`src/rtl/core/qta_pkg.sv`:
```
// Shared types and constants of the quadtree atlas allocator.
// Sizes of the flag tree, request/response transaction structs, codes.
// No dependencies.
`default_nettype none

package qta_pkg;

  localparam int AtlasLog2   = 11;
  localparam int MinNodeLog2 = 7;
  localparam int TreeLevels  = AtlasLog2 - MinNodeLog2;
  localparam int NodeCount   = ((1 << (2 * TreeLevels + 2)) - 1) / 3;

  localparam int IdxW   = $clog2(NodeCount);
  localparam int DepthW = $clog2(TreeLevels + 1);
  localparam int PosW   = 11;
  localparam int SizeW  = 4;

  typedef logic [1:0] flags_t;

  localparam flags_t FlagsEmpty = 2'b01;
  localparam flags_t FlagsFull  = 2'b10;

  typedef enum logic {
    OpAlloc   = 1'b0,
    OpRelease = 1'b1
  } op_e;

  typedef enum logic [1:0] {
    StOk       = 2'd0,
    StNoSpace  = 2'd1,
    StBadSize  = 2'd2,
    StNotAlloc = 2'd3
  } status_e;

  typedef struct packed {
    op_e              op;
    logic [SizeW-1:0] req_size_log2;
    logic [PosW-1:0]  pos_x;
    logic [PosW-1:0]  pos_y;
  } req_t;

  typedef struct packed {
    status_e         status;
    logic [PosW-1:0] res_x;
    logic [PosW-1:0] res_y;
    logic [8:0]      node_index;
  } rsp_t;

  typedef struct packed {
    logic            we;
    logic [IdxW-1:0] waddr;
    flags_t          wdata;
    logic [IdxW-1:0] raddr;
  } mem_req_t;

  typedef enum logic [3:0] {
    SqClear,
    SqIdle,
    SqDesc,
    SqRead,
    SqCheck,
    SqFail,
    SqUp,
    SqChild,
    SqDone
  } seq_e;

endpackage

`default_nettype wire

```
`src/rtl/core/quadtree_atlas_allocator_top.sv`:
```
// Quadtree atlas allocator: hands out and takes back square power-of-two
// regions of a 2048x2048 atlas, from 128 texels up to the whole atlas.
// Request channel (in_valid_i/in_stall_o/in_data_i) takes one transaction:
// allocate a region of edge 2^req_size_log2, or release the region at
// pos_x/pos_y of that size. Response channel (out_valid_o/out_stall_i/
// out_data_o) returns exactly one transaction per request: status, corner
// and tree node index.
// One request is in flight at a time; in_stall_o is high until its response
// is handed to the output register. A bad size or misaligned release goes
// straight to the response. A release descends to its node and reads its
// flags; an allocated node is marked empty, else the response is not-allocated.
// An allocate searches depth first, stepping to the next sibling or back up
// when a node is rejected. When a node is claimed or freed, each ancestor's
// flags are then recomputed from its four children. All steps share the
// single flag memory port.
// After reset the flag memory is swept to all-empty, with in_stall_o high.
// A stalled response holds in the output register while the next request
// is already taken in.
// Depends on qta_pkg, qta_flag_ram, qta_walker, qta_out_buf.
`default_nettype none

module quadtree_atlas_allocator_top (
  input  wire logic          clk_i,
  input  wire logic          rst_ni,
  input  wire logic          in_valid_i,
  output logic               in_stall_o,
  input  wire qta_pkg::req_t in_data_i,
  output logic               out_valid_o,
  input  wire logic          out_stall_i,
  output qta_pkg::rsp_t      out_data_o
);

  qta_pkg::mem_req_t mem_req;
  qta_pkg::flags_t   mem_rdata;
  logic              rsp_valid;
  logic              rsp_stall;
  qta_pkg::rsp_t     rsp;

  qta_flag_ram u_flag_ram (
    .clk_i   (clk_i),
    .mem_i   (mem_req),
    .rdata_o (mem_rdata)
  );

  qta_walker u_walker (
    .clk_i       (clk_i),
    .rst_ni      (rst_ni),
    .req_valid_i (in_valid_i),
    .req_i       (in_data_i),
    .req_stall_o (in_stall_o),
    .mem_o       (mem_req),
    .mem_rdata_i (mem_rdata),
    .rsp_valid_o (rsp_valid),
    .rsp_o       (rsp),
    .rsp_stall_i (rsp_stall)
  );

  qta_out_buf u_out_buf (
    .clk_i       (clk_i),
    .rst_ni      (rst_ni),
    .in_valid_i  (rsp_valid),
    .in_data_i   (rsp),
    .in_stall_o  (rsp_stall),
    .out_valid_o (out_valid_o),
    .out_data_o  (out_data_o),
    .out_stall_i (out_stall_i)
  );

endmodule

`default_nettype wire

```
`src/rtl/core/qta_flag_ram.sv`:
```
// Node flag memory: one write port, one read port with registered data.
// Depends on qta_pkg.
`default_nettype none

module qta_flag_ram (
  input  wire logic              clk_i,
  input  wire qta_pkg::mem_req_t mem_i,
  output qta_pkg::flags_t        rdata_o
);

  qta_pkg::flags_t mem_q [qta_pkg::NodeCount];
  qta_pkg::flags_t rdata_q;

  always_ff @(posedge clk_i) begin
    if (mem_i.we) begin
      mem_q[mem_i.waddr] <= mem_i.wdata;
    end
  end

  always_ff @(posedge clk_i) begin
    rdata_q <= mem_q[mem_i.raddr];
  end

  assign rdata_o = rdata_q;

endmodule

`default_nettype wire

```
`src/rtl/core/qta_walker.sv`:
```
// Tree walk sequencer: clear sweep, depth-first allocate search, release
// descent and ancestor flag recompute over the shared flag memory port.
// Depends on qta_pkg.
`default_nettype none

module qta_walker (
  input  wire logic              clk_i,
  input  wire logic              rst_ni,
  input  wire logic              req_valid_i,
  input  wire qta_pkg::req_t     req_i,
  output logic                   req_stall_o,
  output qta_pkg::mem_req_t      mem_o,
  input  wire qta_pkg::flags_t   mem_rdata_i,
  output logic                   rsp_valid_o,
  output qta_pkg::rsp_t          rsp_o,
  input  wire logic              rsp_stall_i
);

  localparam int IdxW   = qta_pkg::IdxW;
  localparam int DepthW = qta_pkg::DepthW;
  localparam int PosW   = qta_pkg::PosW;
  localparam int SizeW  = qta_pkg::SizeW;

  qta_pkg::seq_e    state_q, state_d;
  qta_pkg::op_e     op_q, op_d;
  qta_pkg::status_e status_q, status_d;
  logic [DepthW-1:0] t_q, t_d, d_q, d_d;
  logic [IdxW-1:0]   idx_q, idx_d, node_q, node_d;
  logic [PosW-1:0]   px_q, px_d, py_q, py_d, x_q, x_d, y_q, y_d;
  logic [2:0]        k_q, k_d;
  logic              acc_empty_q, acc_empty_d, acc_full_q, acc_full_d;

  logic              accept;
  logic              size_bad;
  logic              misalign;
  logic [PosW-1:0]   mask;
  logic [SizeW-1:0]  t_calc;
  logic [IdxW-1:0]   idx_m1;
  logic [1:0]        cur_c;
  logic [IdxW-1:0]   parent;
  logic [IdxW+1:0]   child_base;
  logic [SizeW-1:0]  bit_pos;
  logic [1:0]        desc_c;
  logic [SizeW-1:0]  half_sh;
  logic [PosW-1:0]   half;
  logic              at_target;
  logic              fl_empty, fl_full;

  assign accept   = req_valid_i && (state_q == qta_pkg::SqIdle);
  assign size_bad = (req_i.req_size_log2 < SizeW'(qta_pkg::MinNodeLog2)) ||
                    (req_i.req_size_log2 > SizeW'(qta_pkg::AtlasLog2));

  always_comb begin
    for (int i = 0; i < PosW; i++) begin
      mask[i] = (SizeW'(i) < req_i.req_size_log2);
    end
  end

  assign misalign   = |((req_i.pos_x | req_i.pos_y) & mask);
  assign t_calc     = SizeW'(qta_pkg::AtlasLog2) - req_i.req_size_log2;
  assign idx_m1     = idx_q - IdxW'(1);
  assign cur_c      = idx_m1[1:0];
  assign parent     = IdxW'(idx_m1 >> 2);
  assign child_base = {idx_q, 2'b01};
  assign bit_pos    = SizeW'(qta_pkg::AtlasLog2 - 1) - SizeW'(d_q);
  assign desc_c     = {py_q[bit_pos], px_q[bit_pos]};
  assign half_sh    = SizeW'(qta_pkg::AtlasLog2) - SizeW'(d_q);
  assign half       = PosW'(1) << half_sh;
  assign at_target  = (d_q == t_q);
  assign fl_empty   = mem_rdata_i[0];
  assign fl_full    = mem_rdata_i[1];

  always_comb begin
    state_d = state_q;
    unique case (state_q)
      qta_pkg::SqClear: begin
        if (idx_q == IdxW'(qta_pkg::NodeCount - 1)) state_d = qta_pkg::SqIdle;
      end
      qta_pkg::SqIdle: begin
        if (req_valid_i) begin
          if (size_bad) begin
            state_d = qta_pkg::SqDone;
          end else if (req_i.op == qta_pkg::OpAlloc) begin
            state_d = qta_pkg::SqRead;
          end else if (misalign) begin
            state_d = qta_pkg::SqDone;
          end else begin
            state_d = qta_pkg::SqDesc;
          end
        end
      end
      qta_pkg::SqDesc: begin
        if (at_target) state_d = qta_pkg::SqRead;
      end
      qta_pkg::SqRead: state_d = qta_pkg::SqCheck;
      qta_pkg::SqCheck: begin
        if (op_q == qta_pkg::OpAlloc) begin
          if (fl_full) begin
            state_d = qta_pkg::SqFail;
          end else if (at_target) begin
            state_d = fl_empty ? qta_pkg::SqUp : qta_pkg::SqFail;
          end else begin
            state_d = qta_pkg::SqRead;
          end
        end else begin
          state_d = fl_full ? qta_pkg::SqUp : qta_pkg::SqDone;
        end
      end
      qta_pkg::SqFail: begin
        if (d_q == '0) begin
          state_d = qta_pkg::SqDone;
        end else if (cur_c != 2'd3) begin
          state_d = qta_pkg::SqRead;
        end
      end
      qta_pkg::SqUp: begin
        state_d = (idx_q == '0) ? qta_pkg::SqDone : qta_pkg::SqChild;
      end
      qta_pkg::SqChild: begin
        if (k_q == 3'd4) state_d = qta_pkg::SqUp;
      end
      qta_pkg::SqDone: begin
        if (!rsp_stall_i) state_d = qta_pkg::SqIdle;
      end
      default: state_d = qta_pkg::SqIdle;
    endcase
  end

  always_comb begin
    op_d        = op_q;
    status_d    = status_q;
    t_d         = t_q;
    d_d         = d_q;
    idx_d       = idx_q;
    node_d      = node_q;
    px_d        = px_q;
    py_d        = py_q;
    x_d         = x_q;
    y_d         = y_q;
    k_d         = k_q;
    acc_empty_d = acc_empty_q;
    acc_full_d  = acc_full_q;
    mem_o.we    = 1'b0;
    mem_o.waddr = idx_q;
    mem_o.wdata = qta_pkg::FlagsEmpty;
    mem_o.raddr = idx_q;
    unique case (state_q)
      qta_pkg::SqClear: begin
        mem_o.we = 1'b1;
        idx_d    = (idx_q == IdxW'(qta_pkg::NodeCount - 1)) ? '0 : idx_q + IdxW'(1);
      end
      qta_pkg::SqIdle: begin
        if (accept) begin
          op_d   = req_i.op;
          t_d    = t_calc[DepthW-1:0];
          px_d   = req_i.pos_x;
          py_d   = req_i.pos_y;
          idx_d  = '0;
          d_d    = '0;
          x_d    = '0;
          y_d    = '0;
          node_d = '0;
          if (size_bad) begin
            status_d = qta_pkg::StBadSize;
          end else if (req_i.op == qta_pkg::OpRelease && misalign) begin
            status_d = qta_pkg::StNotAlloc;
          end else begin
            status_d = qta_pkg::StOk;
          end
        end
      end
      qta_pkg::SqDesc: begin
        if (!at_target) begin
          idx_d = IdxW'(child_base + (IdxW + 2)'(desc_c));
          d_d   = d_q + DepthW'(1);
        end
      end
      qta_pkg::SqRead: begin
      end
      qta_pkg::SqCheck: begin
        if (op_q == qta_pkg::OpAlloc) begin
          if (!fl_full && at_target && fl_empty) begin
            mem_o.we    = 1'b1;
            mem_o.wdata = qta_pkg::FlagsFull;
            node_d      = idx_q;
          end else if (!fl_full && !at_target) begin
            idx_d = IdxW'(child_base);
            d_d   = d_q + DepthW'(1);
          end
        end else if (fl_full) begin
          mem_o.we = 1'b1;
          node_d   = idx_q;
        end else begin
          status_d = qta_pkg::StNotAlloc;
        end
      end
      qta_pkg::SqFail: begin
        if (d_q == '0) begin
          status_d = qta_pkg::StNoSpace;
        end else if (cur_c != 2'd3) begin
          idx_d = idx_q + IdxW'(1);
        end else begin
          idx_d = parent;
          d_d   = d_q - DepthW'(1);
        end
      end
      qta_pkg::SqUp: begin
        if (idx_q != '0) begin
          if (op_q == qta_pkg::OpAlloc) begin
            x_d = cur_c[0] ? (x_q | half) : x_q;
            y_d = cur_c[1] ? (y_q | half) : y_q;
          end
          idx_d       = parent;
          d_d         = d_q - DepthW'(1);
          k_d         = '0;
          acc_empty_d = 1'b1;
          acc_full_d  = 1'b1;
        end
      end
      qta_pkg::SqChild: begin
        mem_o.raddr = IdxW'(child_base + (IdxW + 2)'(k_q[1:0]));
        if (k_q != '0) begin
          acc_empty_d = acc_empty_q & fl_empty;
          acc_full_d  = acc_full_q & fl_full;
        end
        if (k_q == 3'd4) begin
          mem_o.we    = 1'b1;
          mem_o.wdata = {acc_full_q & fl_full, acc_empty_q & fl_empty};
        end
        k_d = k_q + 3'd1;
      end
      qta_pkg::SqDone: begin
      end
      default: begin
      end
    endcase
  end

  always_ff @(posedge clk_i or negedge rst_ni) begin
    if (!rst_ni) begin
      state_q <= qta_pkg::SqClear;
      idx_q   <= '0;
      d_q     <= '0;
      k_q     <= '0;
    end else begin
      state_q <= state_d;
      idx_q   <= idx_d;
      d_q     <= d_d;
      k_q     <= k_d;
    end
  end

  always_ff @(posedge clk_i) begin
    op_q        <= op_d;
    status_q    <= status_d;
    t_q         <= t_d;
    node_q      <= node_d;
    px_q        <= px_d;
    py_q        <= py_d;
    x_q         <= x_d;
    y_q         <= y_d;
    acc_empty_q <= acc_empty_d;
    acc_full_q  <= acc_full_d;
  end

  assign req_stall_o      = (state_q != qta_pkg::SqIdle);
  assign rsp_valid_o      = (state_q == qta_pkg::SqDone);
  assign rsp_o.status     = status_q;
  assign rsp_o.res_x      = x_q;
  assign rsp_o.res_y      = y_q;
  assign rsp_o.node_index = 9'(node_q);

endmodule

`default_nettype wire

```
`src/rtl/core/qta_out_buf.sv`:
```
// Output register between the walker and the result channel.
// Depends on qta_pkg.
`default_nettype none

module qta_out_buf (
  input  wire logic          clk_i,
  input  wire logic          rst_ni,
  input  wire logic          in_valid_i,
  input  wire qta_pkg::rsp_t in_data_i,
  output logic               in_stall_o,
  output logic               out_valid_o,
  output qta_pkg::rsp_t      out_data_o,
  input  wire logic          out_stall_i
);

  logic          valid_q, valid_d;
  qta_pkg::rsp_t data_q, data_d;
  logic          load;

  assign in_stall_o = valid_q && out_stall_i;
  assign load       = in_valid_i && !in_stall_o;

  always_comb begin
    valid_d = valid_q;
    data_d  = data_q;
    if (!valid_q || !out_stall_i) valid_d = in_valid_i;
    if (load) data_d = in_data_i;
  end

  always_ff @(posedge clk_i or negedge rst_ni) begin
    if (!rst_ni) begin
      valid_q <= 1'b0;
    end else begin
      valid_q <= valid_d;
    end
  end

  always_ff @(posedge clk_i) begin
    data_q <= data_d;
  end

  assign out_valid_o = valid_q;
  assign out_data_o  = data_q;

endmodule

`default_nettype wire

```
`config.mk`:
```
export PLATFORM = sky130hd
export DESIGN_NAME = quadtree_atlas_allocator_top
export DESIGN_NICKNAME = d
export VERILOG_FILES = /design/src/rtl/core/qta_pkg.sv /design/src/rtl/core/quadtree_atlas_allocator_top.sv /design/src/rtl/core/qta_flag_ram.sv /design/src/rtl/core/qta_walker.sv /design/src/rtl/core/qta_out_buf.sv
export SDC_FILE = /design/constraint.sdc
export NUM_CORES = 1
export LEC_CHECK = 0
export ABC_AREA = 1
export ABC_CLOCK_PERIOD_IN_PS = 36900
export BUFFER_PORTS_ARGS = -buffer_cell sky130_fd_sc_hd__buf_4
export CORE_ASPECT_RATIO = 0.5
export CORE_UTILIZATION = 45
export DETAILED_ROUTE_END_ITERATION = 8
export PLACE_DENSITY = 0.59
export SLEW_MARGIN = 25
export SYNTH_ARGS = -nofsm -noshare
export SYNTH_HDL_FRONTEND = slang
export SYNTH_SLANG_ARGS = --single-unit
```
`constraint.sdc`:
```
create_clock -name clk_i -period 36.9 [get_ports clk_i]
set_input_delay 1.845 -clock clk_i [delete_from_list [all_inputs] [get_ports clk_i]]
set_output_delay 1.845 -clock clk_i [all_outputs]
set_load 0.01 [all_outputs]
```
**Yosys cells after proc, flatten, opt, wreduce, memory -nomap -nowiden**

Memories as Yosys holds them, arrays and structs flattened. A register that Yosys moved wholly into a read port is not among the register bits.
Cells that the tools add are included.

- Flip-flop bits (word level): 114
- Memory bits (writable): 682
- Bits of input ports: 31
- Output and inout bits: 35
- Logic and storage cells: 202
- Memories: 1

Memory list:

| name | depth | bits a word | rd ports | clocked after memory_dff | write ports | line | RTL |
|---|---|---|---|---|---|---|---|
| u_flag_ram.mem_q | 341 | 2 | 1 | 1 | 1 | qta_flag_ram.sv:11 | `qta_pkg::flags_t mem_q [qta_pkg::NodeCount];` |

- Add/subtract/negate cells: 10
- Magnitude comparators: 14
- Equality and inequality tests: 36
- Shift operators: 1
- Muxes and demuxes: 79
- Bitwise logic cells: 6
- Reduce and logical (&&, ||, !) cells: 36

Operators with widths:

| cell | number |
|---|---|
| 9-bit 2-to-1 mux | 13 |
| 11-bit 2-to-1 mux | 7 |
| 4-bit 2-to-1 mux | 15 |
| 9-bit case mux with 6 select lines | 1 |
| 11-bit case mux with 2 select lines | 2 |
| 4-bit case mux with 9 select lines | 1 |
| 11-bit bitwise OR | 3 |
| 3-bit 2-to-1 mux | 9 |
| 2-bit by 1-bit inequality test with 1-bit output (second input constant) | 11 |
| 2-bit 2-to-1 mux | 10 |
| 2-bit inequality test (second input constant) | 10 |
| 9-bit by 2-bit adder with 9-bit output | 2 |
| 9-bit case mux with 2 select lines | 1 |
| 4-bit by 3-bit equality test with 1-bit output (second input constant) | 4 |
| 3-bit by 4-bit less-than comparator with 1-bit output (first input constant) | 4 |
| 3-bit case mux with 5 select lines | 1 |
| 5-bit AND reduction | 3 |
| 4-bit less-than comparator (first input constant) | 3 |
| 11-bit AND | 1 |
| 1-bit 2-to-1 mux | 11 |
| 11-bit OR reduction | 1 |
| 1-bit by 4-bit left shift with 11-bit output (first input constant) | 1 |
| 9-bit by 1-bit adder with 9-bit output (second input constant) | 1 |
| 9-bit equality test (second input constant) | 1 |
| other kinds (42) | 66 |

**Depth between registers and ports, before layout**

Gate-level depths: netlist (run 1).

- Depth in word-level cells: 8
- Depth in mapped cells: 19
- Gate-level depth less buffers: 17

**Hierarchy**

A second synthesis (run 1) with hierarchy kept.

- Cells, all modules: 3252
- Area total of the unflattened synthesis: 34967.3 sq um

Modules (own cells, without submodules):

| module | times used | cells an instance | area each (sq um) | sequential area each (sq um) |
|---|---|---|---|---|
| qta_flag_ram | 1 | 2657 | 29178.0 | 20519.7 |
| qta_walker | 1 | 556 | 4753.3 | 2307.2 |
| qta_out_buf | 1 | 39 | 1036.0 | 1016.0 |

**Worst setup path after synthesis (run 1)**

OpenSTA, ideal clock, no wires.

- Path kind: register to register
- From: register u_walker.state_q[3]
- To: memory u_flag_ram.mem_q[0][0] in the netlist's numbering (data pin)
- Library setup time: 2.099 ns
- Arrival: 10.799 ns
- Required time: 34.801 ns
- Setup slack: 24.002 ns
- Cell stages (with the launch flop): 10
- Buffers on the path: 1
- Clock period less this slack: 12.898 ns
- Path through: dfrtp_1 > inv_1 > nand2_1 > nor2_1 > inv_1 > nor2_1 > inv_1 > clkbuf_1 > nor3_1 > o221ai_1

RTL lines:

| element | line | RTL |
|---|---|---|
| start: declaration | qta_walker.sv:24 | `qta_pkg::seq_e state_q, state_d;` |
| start signal: assignment | qta_walker.sv:241 | `state_q <= qta_pkg::SqClear;` |
| start signal: assignment | qta_walker.sv:246 | `state_q <= state_d;` |
| end: declaration | qta_flag_ram.sv:11 |  |

==> summary.md, run 1 <==
Number of remaining DRC errors: 0. The kind of start point of the critical path is a flop. After filler insertion, the fill cell instance count of the layout stands at 7,211. The floorplan step set the die height to 202 µm.

The post-synthesis adder-cell area fraction works out to 0.00505. For the final routed database, the setup TNS stands at 0 ns. TritonCTS built the clock tree.

The startpoint identified for the worst hold timing path is u_walker.node_q[6]. The synthesized area came out at 36,100 µm². The core region is 79,500 µm². The tools report the number of slew-limit violations in the final report as 0.

The number of nets in the synthesized netlist is 3,623. The multiplexer area fraction after synthesis works out to 0. The net count of the finished layout is 3,599.

Final-report hold violation count: 0. Counting the buffers created by CTS gives 74. For this run the aggregate overflow at the end of global routing stands at 0. The critical path capture point type was a flop. The tightest min-delay check is of the flop to flop type. For the maximum frequency from static timing analysis, the log shows 201 MHz.

Post-place setup slack: 31.84 ns. Data arrives at the worst endpoint at 5.27 ns. In this run, post-CTS repair resized a total of 0 instances. The area share of xor/xnor cells in the synthesized design is 0.00363, and the share of power burned in combinational logic is 0.332.

The initial standard-cell utilization of the core came out at 0.455. The number of vias per cell was 5.43. By area the synthesized netlist is led by edfxtp_1 (64%), nand2_1 (7.3%), nand3_1 (6.9%), nor2_1 (5.4%), inv_1 (4.7%).

The async set-reset flop share out of synthesis was 0.0251; the level count of the clock H-tree was 3. The total number of vias was 25.3k; the post-synthesis register bit count was 798. Hold timing on the final database bottoms out at a slack of 0.422 ns. The worst register-to-register path begins at u_walker.state_q[3]. For the worst max-slew margin expressed relative to the limit, the log shows 0.293. Predominant post-synthesis flop cell: edfxtp_1. The clock tree skew after final layout was 0.0224 ns; the number of sinks on the clock net was 798. The tools report the switching power summed over all nets as 1.04 mW.

Each instance of the synthesized netlist takes up on average 10.1 µm². Excluding fillers, the count of instances in the completed layout stands at 4,663. Wires add up to 94,400 µm. The die covers 81,500 µm².

Final design area excluding fillers: 39,800 µm². Setup repair after global routing left no endpoint under its margin. The layout overhead on the synthesized area was 10.1%.

Setup slack on the critical path of the routed design comes to 31.93 ns. The detailed-placement wirelength estimate was 53,700 µm. CTS placed an instance of clkbuf_16 at the clock tree root. The number of nets still failing antenna checks after routing came out at 0. The worst register-to-register path has a depth of 11. The tools report the number of different library cells in the post-synthesis netlist as 43. The slew at the pin with the worst max-slew slack is 1.06 ns.

The worst hold path terminates at u_out_buf.out_data_o[6]. Fraction of the yosys area taken by sequential cells: 0.660. The endpoint identified for the worst register-to-register timing path is u_flag_ram.mem_q[39][1]. For the worst setup path, the data required time is 37.20 ns. The share of layout cells above drive strength 1 was 0.0656. The logs give 66 for the number of top-level pins and 0.64 ns for the insertion delay to the later sink of the worst-skew pair. Cell internal power was estimated by the tool at 1.70 mW.

Along the worst path, the maximum fanout reaches 92. Buffers added to address setup during post-CTS repair amount to 0. The count of routing violations after the opening detailed-route iteration was 2,649. The proportion of netlist area held by the largest area contributor is 0.645. Setup violations remaining at the end of the flow were counted as 0. Yosys mapped a number of flops with a built-in enable equal to 776.

The final design utilization is 0.501. The die is 403 µm wide. The run gives 0.231 as the aggregate global-route resource usage. The floorplan has 73 rows. Across the VDD grid, the largest voltage drop is 0.0410 mV.

The number of iterations in the first detailed-routing pass is 7, and the complex-gate fraction of the synthesized area is 0.0521. Entering global routing, the biggest net connects 243 pins. Across the run, the number of max-cap violations was 0. Global placement routability congestion: 0.870.

Total power for the finished layout comes to 2.74 mW. For the total instance count after detailed placement, the log shows 4,525. The via count of the first global-routing pass is 24.2k.

The run finished with clean final reports. After clock tree synthesis, the clock-pin slew on the worst setup and hold paths is 0.06 ns. In this run the cell area measured after placement is 37,400 µm². The setup check on the worst reg-to-reg path leaves a slack of 31.93 ns. The number of antenna violations at the first check in global routing was 0. Library cell with the largest summed area after synthesis: edfxtp_1. The category of the critical setup timing path was flop to flop. The analysis attributes to cell leakage a power of 15.5 nW.

After synthesis, the largest family of logic cells by area is simple AND/OR/NAND/NOR gates. For this design the ratio of total power to cell area is 68.9 nW/µm². The proportion of power drawn by the clock network was 0.272. Port buffering added 65 buffers. No sink is reached through more buffers than the 3 on the longest clock path. For this design, the CTS-stage hold fixing added 0 buffers.

The global-route wire length before repair is 143,000 µm, and the synthesized-area fraction occupied by and/or/nand/nor cells is 0.204. The net switching share of the total power was 0.379. In the synthesized netlist, the number of instances is 3,578.

The worst hold path was traced through 0 stages. Ranked by instance count, the synthesized netlist is headed by edfxtp_1 (776), nand2_1 (699), nor2_1 (524). The worst path in the final design needs a cycle of 4.97 ns, including I/O delays and setup.

During synthesis, Yosys emitted a total of 0 warnings. 0 antenna diodes ended up in the layout. Dividing the detail-routed wire length by the instance count gives 20.2 µm.

The power share of the sequential group is 0.396. Most frequent cell after synthesis: edfxtp_1. The part of the cycle the worst path needs works out to 0.135.
layout by cell type (no fill, tap or decap), types with 5 or more instances in the layout:
| cell | n |
|---|---|
| clkbuf_16 | 75 |
| clkbuf_1 | 22 |
| dfrtp_1 | 20 |
| o211ai_1 | 58 |
| edfxtp_1 | 776 |
| o22ai_1 | 13 |
| a21oi_1 | 37 |
| nand3b_1 | 10 |
| nor2_1 | 523 |
| inv_1 | 454 |
| or2_0 | 6 |
| nand2_2 | 6 |
| nor3_1 | 11 |
| inv_6 | 6 |
| nand4_1 | 5 |
| inv_2 | 5 |
| o221ai_1 | 20 |
| o21ai_0 | 130 |
| o21bai_1 | 12 |
| clkinv_1 | 20 |
| a31oi_1 | 8 |
| nand2_1 | 697 |
| clkinv_2 | 8 |
| xnor2_1 | 6 |
| buf_4 | 106 |
| xor2_1 | 9 |
| ha_1 | 13 |
| o21ai_1 | 10 |
| nand3_1 | 500 |
area by class of cell:
class / count / area (µm²) / share of cell area
Sequential cell: 798 / 23800 / 0.599
Multi-Input combinational cell: 2104 / 9690 / 0.244
Clock buffer: 99 / 1990 / 0.0499
Inverter: 464 / 1740 / 0.0438
Tap cell: 1050 / 1310 / 0.0330
Timing Repair Buffer: 112 / 908 / 0.0228
Clock inverter: 36 / 304 / 0.00764
cells by family after synthesis:
family                     count (synthesis)
AOI/OAI and AO/OA                        308
xor gates and xnor gates                  15
adders and majority gates                 14
buffers and inverters                    676
DFF                                      798
and+or+nand+nor                         1767
worst max-delay path by stage:
| stage | from | end | slack [ns] |
|---|---|---|---|
| final | u_walker.state_q[3] | u_flag_ram.mem_q[39][1] | 31.93 |
| after detailed placement | u_walker.state_q[3] | u_flag_ram.rdata_o[1] | 31.84 |
| after global routing | u_walker.state_q[3] | u_flag_ram.mem_q[57][1] | 31.59 |
| after CTS | u_walker.state_q[3] | u_flag_ram.rdata_o[1] | 31.81 |
| after global placement | u_walker.state_q[3] | u_flag_ram.rdata_o[0] | 32.01 |
| after floorplan | u_walker.state_q[3] | u_flag_ram.mem_q[0][0] | 24.00 |
worst max-delay path, stage by stage (launching register included):
cell      delay [ns]
dfrtp_1         0.43
inv_1           0.13
nand2_1         0.13
nor2_1          0.11
inv_1           0.09
nor2_1          0.26
inv_1           0.28
nor3_1          0.49
o21bai_4        0.21
buf_4           0.65
buf_4           0.89
buf_4           0.85
sequential cells by signal, summed over array words and instances, names as in the netlist:
signal	flops
u_walker.acc_full_q	1
u_flag_ram.rdata_o	2
u_walker.status_q	2
u_out_buf.out_valid_o	1
u_walker.k_q	3
u_walker.t_q	3
u_walker.node_q	9
u_walker.d_q	3
u_out_buf.out_data_o	33
u_walker.py_q	11
u_walker.y_q	11
u_walker.x_q	11
u_walker.state_q	4
u_flag_ram.mem_q	682
u_walker.op_q	1
u_walker.px_q	11
u_walker.acc_empty_q	1
u_walker.idx_q	9
metal layers:
| layer | wire length [µm] | track usage | share of wire |
|---|---|---|---|
| met4 | 1800 | 0.0553 | 0.019 |
| met3 | 7260 | 0.0346 | 0.077 |
| met1 | 43200 | 0.340 | 0.46 |
| met5 | 0 | 0 | 0 |
| met2 | 42200 | 0.360 | 0.45 |
power groups by stage:
stage	clock network (mW)	registers, mW	logic [mW]
2_1_floorplan	0	1.09	0.610
3_3_place_gp	0	1.10	0.888
3_5_place_dp	0	1.10	0.895
4_1_cts	0.758	1.09	0.898
5_1_grt	0.790	1.09	0.997
6_report	0.747	1.09	0.910
Power figures use the tool's default switching activity.
==> inputs of run 2 (changes only) <==
--- a/config.mk
+++ b/config.mk
@@ -5,8 +5,8 @@
 export SDC_FILE = /design/constraint.sdc
 export NUM_CORES = 1
 export LEC_CHECK = 0
-export ABC_AREA = 1
-export ABC_CLOCK_PERIOD_IN_PS = 36900
+export ABC_AREA = 0
+export ABC_CLOCK_PERIOD_IN_PS = 5200
 export BUFFER_PORTS_ARGS = -buffer_cell sky130_fd_sc_hd__buf_4
 export CORE_ASPECT_RATIO = 0.5
 export CORE_UTILIZATION = 45
==> constraint.sdc (replaced) <==
create_clock -name clk_i -period 5.2 [get_ports clk_i]
set_input_delay 0.26 -clock clk_i [delete_from_list [all_inputs] [get_ports clk_i]]
set_output_delay 0.26 -clock clk_i [all_outputs]
set_load 0.01 [all_outputs]
==> summary.md, run 2 <==
For the arrival time of the worst setup path, the log shows 5.01 ns (-0.26 ns). The worst slack on hold paths came out at 0.0566 ns (-0.365 ns). The synthesized area is 34,500 µm² (-4.5%).

The library cells used most frequently in the layout, excluding fill and tap cells, are edfxtp_1 (776), nand2_1 (519), nor2_1 (418). The met3 wirelength from detailed routing is 9710 µm (+34%). The run gives 0 (unchanged) as the number of maximum-capacitance violations. The library cell with the largest summed area after synthesis was edfxtp_1. The library cell used most frequently in the layout, excluding fill and tap cells, is edfxtp_1.

The proportion of netlist area held by the largest area contributor came out at 0.675 (+0.0303). The minimum setup slack among reg-to-reg paths was 0.77 ns (-31.17 ns); the average size of a mapped cell was 12.5 µm² (+24%). The async set-reset flop share out of synthesis was 0.0251 (unchanged).

The flow ran to the end, and the final reports show no timing, DRC or antenna violations. Sorting the synthesized cells by area gives the leading types as edfxtp_1 (67%), nand2_1 (5.6%), nor2_1 (4.6%), nand3_1 (3.0%), mux4_2 (2.5%). For the number of gates resized after CTS, the log shows 0 (unchanged).

The number of top-level pins was 66 (unchanged). The run gives 3 (unchanged) as the level count of the clock H-tree. The detail-routed net length per standard cell was 25.6 µm (+26%); the vertical die dimension was 198 µm (-2.2%).

The slew at the pin with the worst max-slew slack works out to 1.04 ns (-0.0230 ns). The number of buffers created by CTS came out at 73 (-1.4%). The flip-flop count of the largest register after layout works out to 682 (unchanged). The clock tree root driver cell is clkbuf_16. The maximum vdd ir drop was 0.225 mV (+450%); the horizontal extent of the die was 394 µm (-2.3%). The number of slew-limit violations in the final report is 0 (unchanged). The data required time at the worst endpoint is 5.77 ns (-31.43 ns).

The tools report the initial standard-cell utilization of the core as 0.457 (+0.00234). The number of iterations in the first detailed-routing pass is 5 (-2), and the number of sinks on the clock net is 798 (unchanged). The aggregate global-route resource usage was 0.254 (+0.0228); the fraction of the yosys area taken by sequential cells was 0.691 (+0.0310). The tools report the number of remaining DRC errors as 0 (unchanged). The run gives 23.2k (-8.3%) as the total number of vias.

Count of warnings emitted by yosys: 0 (unchanged). For the total instance count after detailed placement, the log shows 3,719 (-18%). The logs give 146,000 µm (+2.1%) for the global-route wire length before repair and 2,764 (+4.3%) for the count of routing violations after the opening detailed-route iteration. Among all flip-flop cells after synthesis, the most frequent one is edfxtp_1.

The run gives 0.63 ns (about the same) as the insertion delay to the later sink of the worst-skew pair. Yosys instantiated no cell more often than edfxtp_1. The sum of routed wire length over all layers is 99,100 µm (+5.0%).

The part of the cycle the worst path needs works out to 0.853 (+0.718). The number of different library cells in the post-synthesis netlist is 77 (+79%), and the sum of met2 wire segment lengths after detailed routing is 44,000 µm (+4.2%). The tools report the aggregate global routing overflow as 0 (unchanged). The count of mapped cells out of synthesis was 2,754 (-23%). The power per cell area is 449 nW/µm² (+550%), and the biggest fanout along the worst timing path is 78 (-15%). The final number of setup-violating endpoints came out at 0 (unchanged).

Final-report hold violation count: 0 (unchanged). The worst register-to-register path begins at u_walker.state_q[0]. The tools report the floorplan die area as 77,900 µm² (-4.5%). The post-synthesis register bit count was 798 (unchanged). Leakage power summed over all cells: 13.0 nW (-17%). The area growth from synthesis to layout is 12.4%. For the number of cells in the finished layout apart from fillers, the log shows 3,875 (-17%). The number of flops mapped to enable cells by yosys is 776 (unchanged), and the final critical-path required period is 4.43 ns (-0.535 ns). The clock tree skew after final layout is 0.0252 ns (+0.00284 ns).

Category of the critical setup timing path: flop to flop. Share of layout cells above drive strength 1: 0.109 (+0.0431). The tools report the post-route met1 wirelength as 43,000 µm (-0.45%). The placeable core region is 75,500 µm² (-5.0%).

The number of nets still failing antenna checks after routing is 0 (unchanged), and the count of inserted antenna diode cells is 0 (unchanged). The logs give 0.872 (+0.22%) for the global placement routability congestion and 58,200 µm (+8.5%) for the detailed-placement wirelength estimate. The tools report the pin count of the biggest net entering global routing as 179 (-26%). Setup repair after global routing left no endpoint under its margin. The via count of the first global-routing pass is 22.4k (-7.7%), and the final net count is 2,845 (-21%).

STA classifies the critical path startpoint as a flop. The endpoint of the worst register-to-register path was u_flag_ram.rdata_o[1]. By count the netlist is led by edfxtp_1 (776), nand2_1 (519), nor2_1 (420). The number of vias per cell came out at 5.99 (+10%). The clock-pin slew reported for the worst setup and hold paths after clock tree synthesis was 0.07 ns (about the same); the number of standard-cell rows in the floorplan was 71 (-2.7%).

TritonCTS built the clock tree. Register with the most flip-flops: u_flag_ram.mem_q. The tools report the critical path capture point type as a flop. The number of I/O port buffers works out to 65 (unchanged). The highest layer used for signal routing is met4.

The number of antenna violations at the first check in global routing is 0 (unchanged), and the worst max-slew margin expressed relative to the limit is 0.306 (+0.0138). The depth of the worst register-to-register path was 9 (-2); the number of buffers on the longest clock path was 3 (unchanged). The min-delay analysis places its worst path in the category input port to async pin. For the maximum frequency from static timing analysis, the log shows 226 MHz (+12%).

The run gives 2,799 (-23%) as the synthesized netlist net count.
-- run 2: cell types whose count changed after synthesis, moves of 71 or more --
cell,delta
nand2_1,-180
nand3_1,-294
o21ai_0,-77
inv_1,-435
nor2_1,-104
mux2i_1,+71
-- run 2: per-layer routing --
| layer | global-route usage | vias to the layer above |
|---|---|---|
| li1 | - | 10200 |
| met4 | 0.0699 | 0 |
| met1 | 0.369 | 11700 |
| met3 | 0.0532 | 158 |
| met5 | 0 | - |
| met2 | 0.386 | 1221 |
-- run 2: cell type report --
class | count | area (µm²)
fillers | 6422 | 36700
multi-input cells | 1738 | 9720
repair buffers | 170 | 1550
well taps | 1022 | 1280
flip-flops and latches | 798 | 23800
clock inverters | 38 | 384
inverters | 19 | 71.3
clock buffers | 90 | 1940
-- run 2: how the worst max path moves through the flow --
stage	from	end	cells after the start
2_1_floorplan	u_walker.state_q[3]	u_flag_ram.mem_q[0][1]	4
3_3_place_gp	u_walker.state_q[0]	u_flag_ram.rdata_o[1]	9
3_5_place_dp	u_walker.state_q[0]	u_flag_ram.rdata_o[1]	9
4_1_cts	u_walker.state_q[0]	u_flag_ram.rdata_o[1]	9
5_1_grt	u_walker.state_q[0]	u_flag_ram.rdata_o[1]	9
6_report	u_walker.state_q[0]	u_flag_ram.rdata_o[1]	9
-- run 2: timing repair --
action,in CTS,in global routing
hold endpoints to repair,46,0
setup buffers,0,0
hold buffers,27,0
-- run 2: kinds of logic (layout without fill, tap and decap cells) --
logic type,Yosys count,count (layout),share of synthesized area
multiplexers,124,124,0.0532
XOR/XNOR,20,20,0.00507
AND/OR/NAND/NOR,1316,1316,0.163
AO/OA/AOI/OAI,264,264,0.0514
adder cells (fa/ha/maj),14,14,0.00529
flip-flops,798,798,0.691
buffers and inverters,218,317,0.0312
-- run 2: worst max-delay path: stages (launching register included) --
cell,delay [ns]
dfrtp_1,0.69
and4b_1,0.82
mux2_8,0.76
mux2i_1,0.18
mux4_2,0.48
and2_0,0.16
a31oi_1,0.27
o22ai_1,0.17
nor4_2,0.51
o32a_1,0.26
-- run 2: where the power goes --
group | total [mW] | switching [mW] | internal [mW]
sequential | 7.51 | 0.222 | 7.29
clock | 5.41 | 2.35 | 3.05
combinational | 4.49 | 3.16 | 1.33
-- run 2: stage by stage --
| step | util | power (mW) | TNS [ns] | cell area [µm²] | setup slack [ns] |
|---|---|---|---|---|---|
| 5_1_grt | 0.514 | 18.0 | 0 | 38800 | 0.591 |
| 4_1_cts | 0.513 | 17.4 | 0 | 38800 | 0.838 |
| 2_1_floorplan | - | 10.3 | -475.87 | 34500 | -1.40 |
| 6_report | 0.514 | 17.4 | 0 | 38800 | 0.766 |
| 3_3_place_gp | 0.479 | 12.0 | 0 | 36200 | 0.937 |
| 3_5_place_dp | 0.479 | 12.0 | 0 | 36200 | 0.874 |
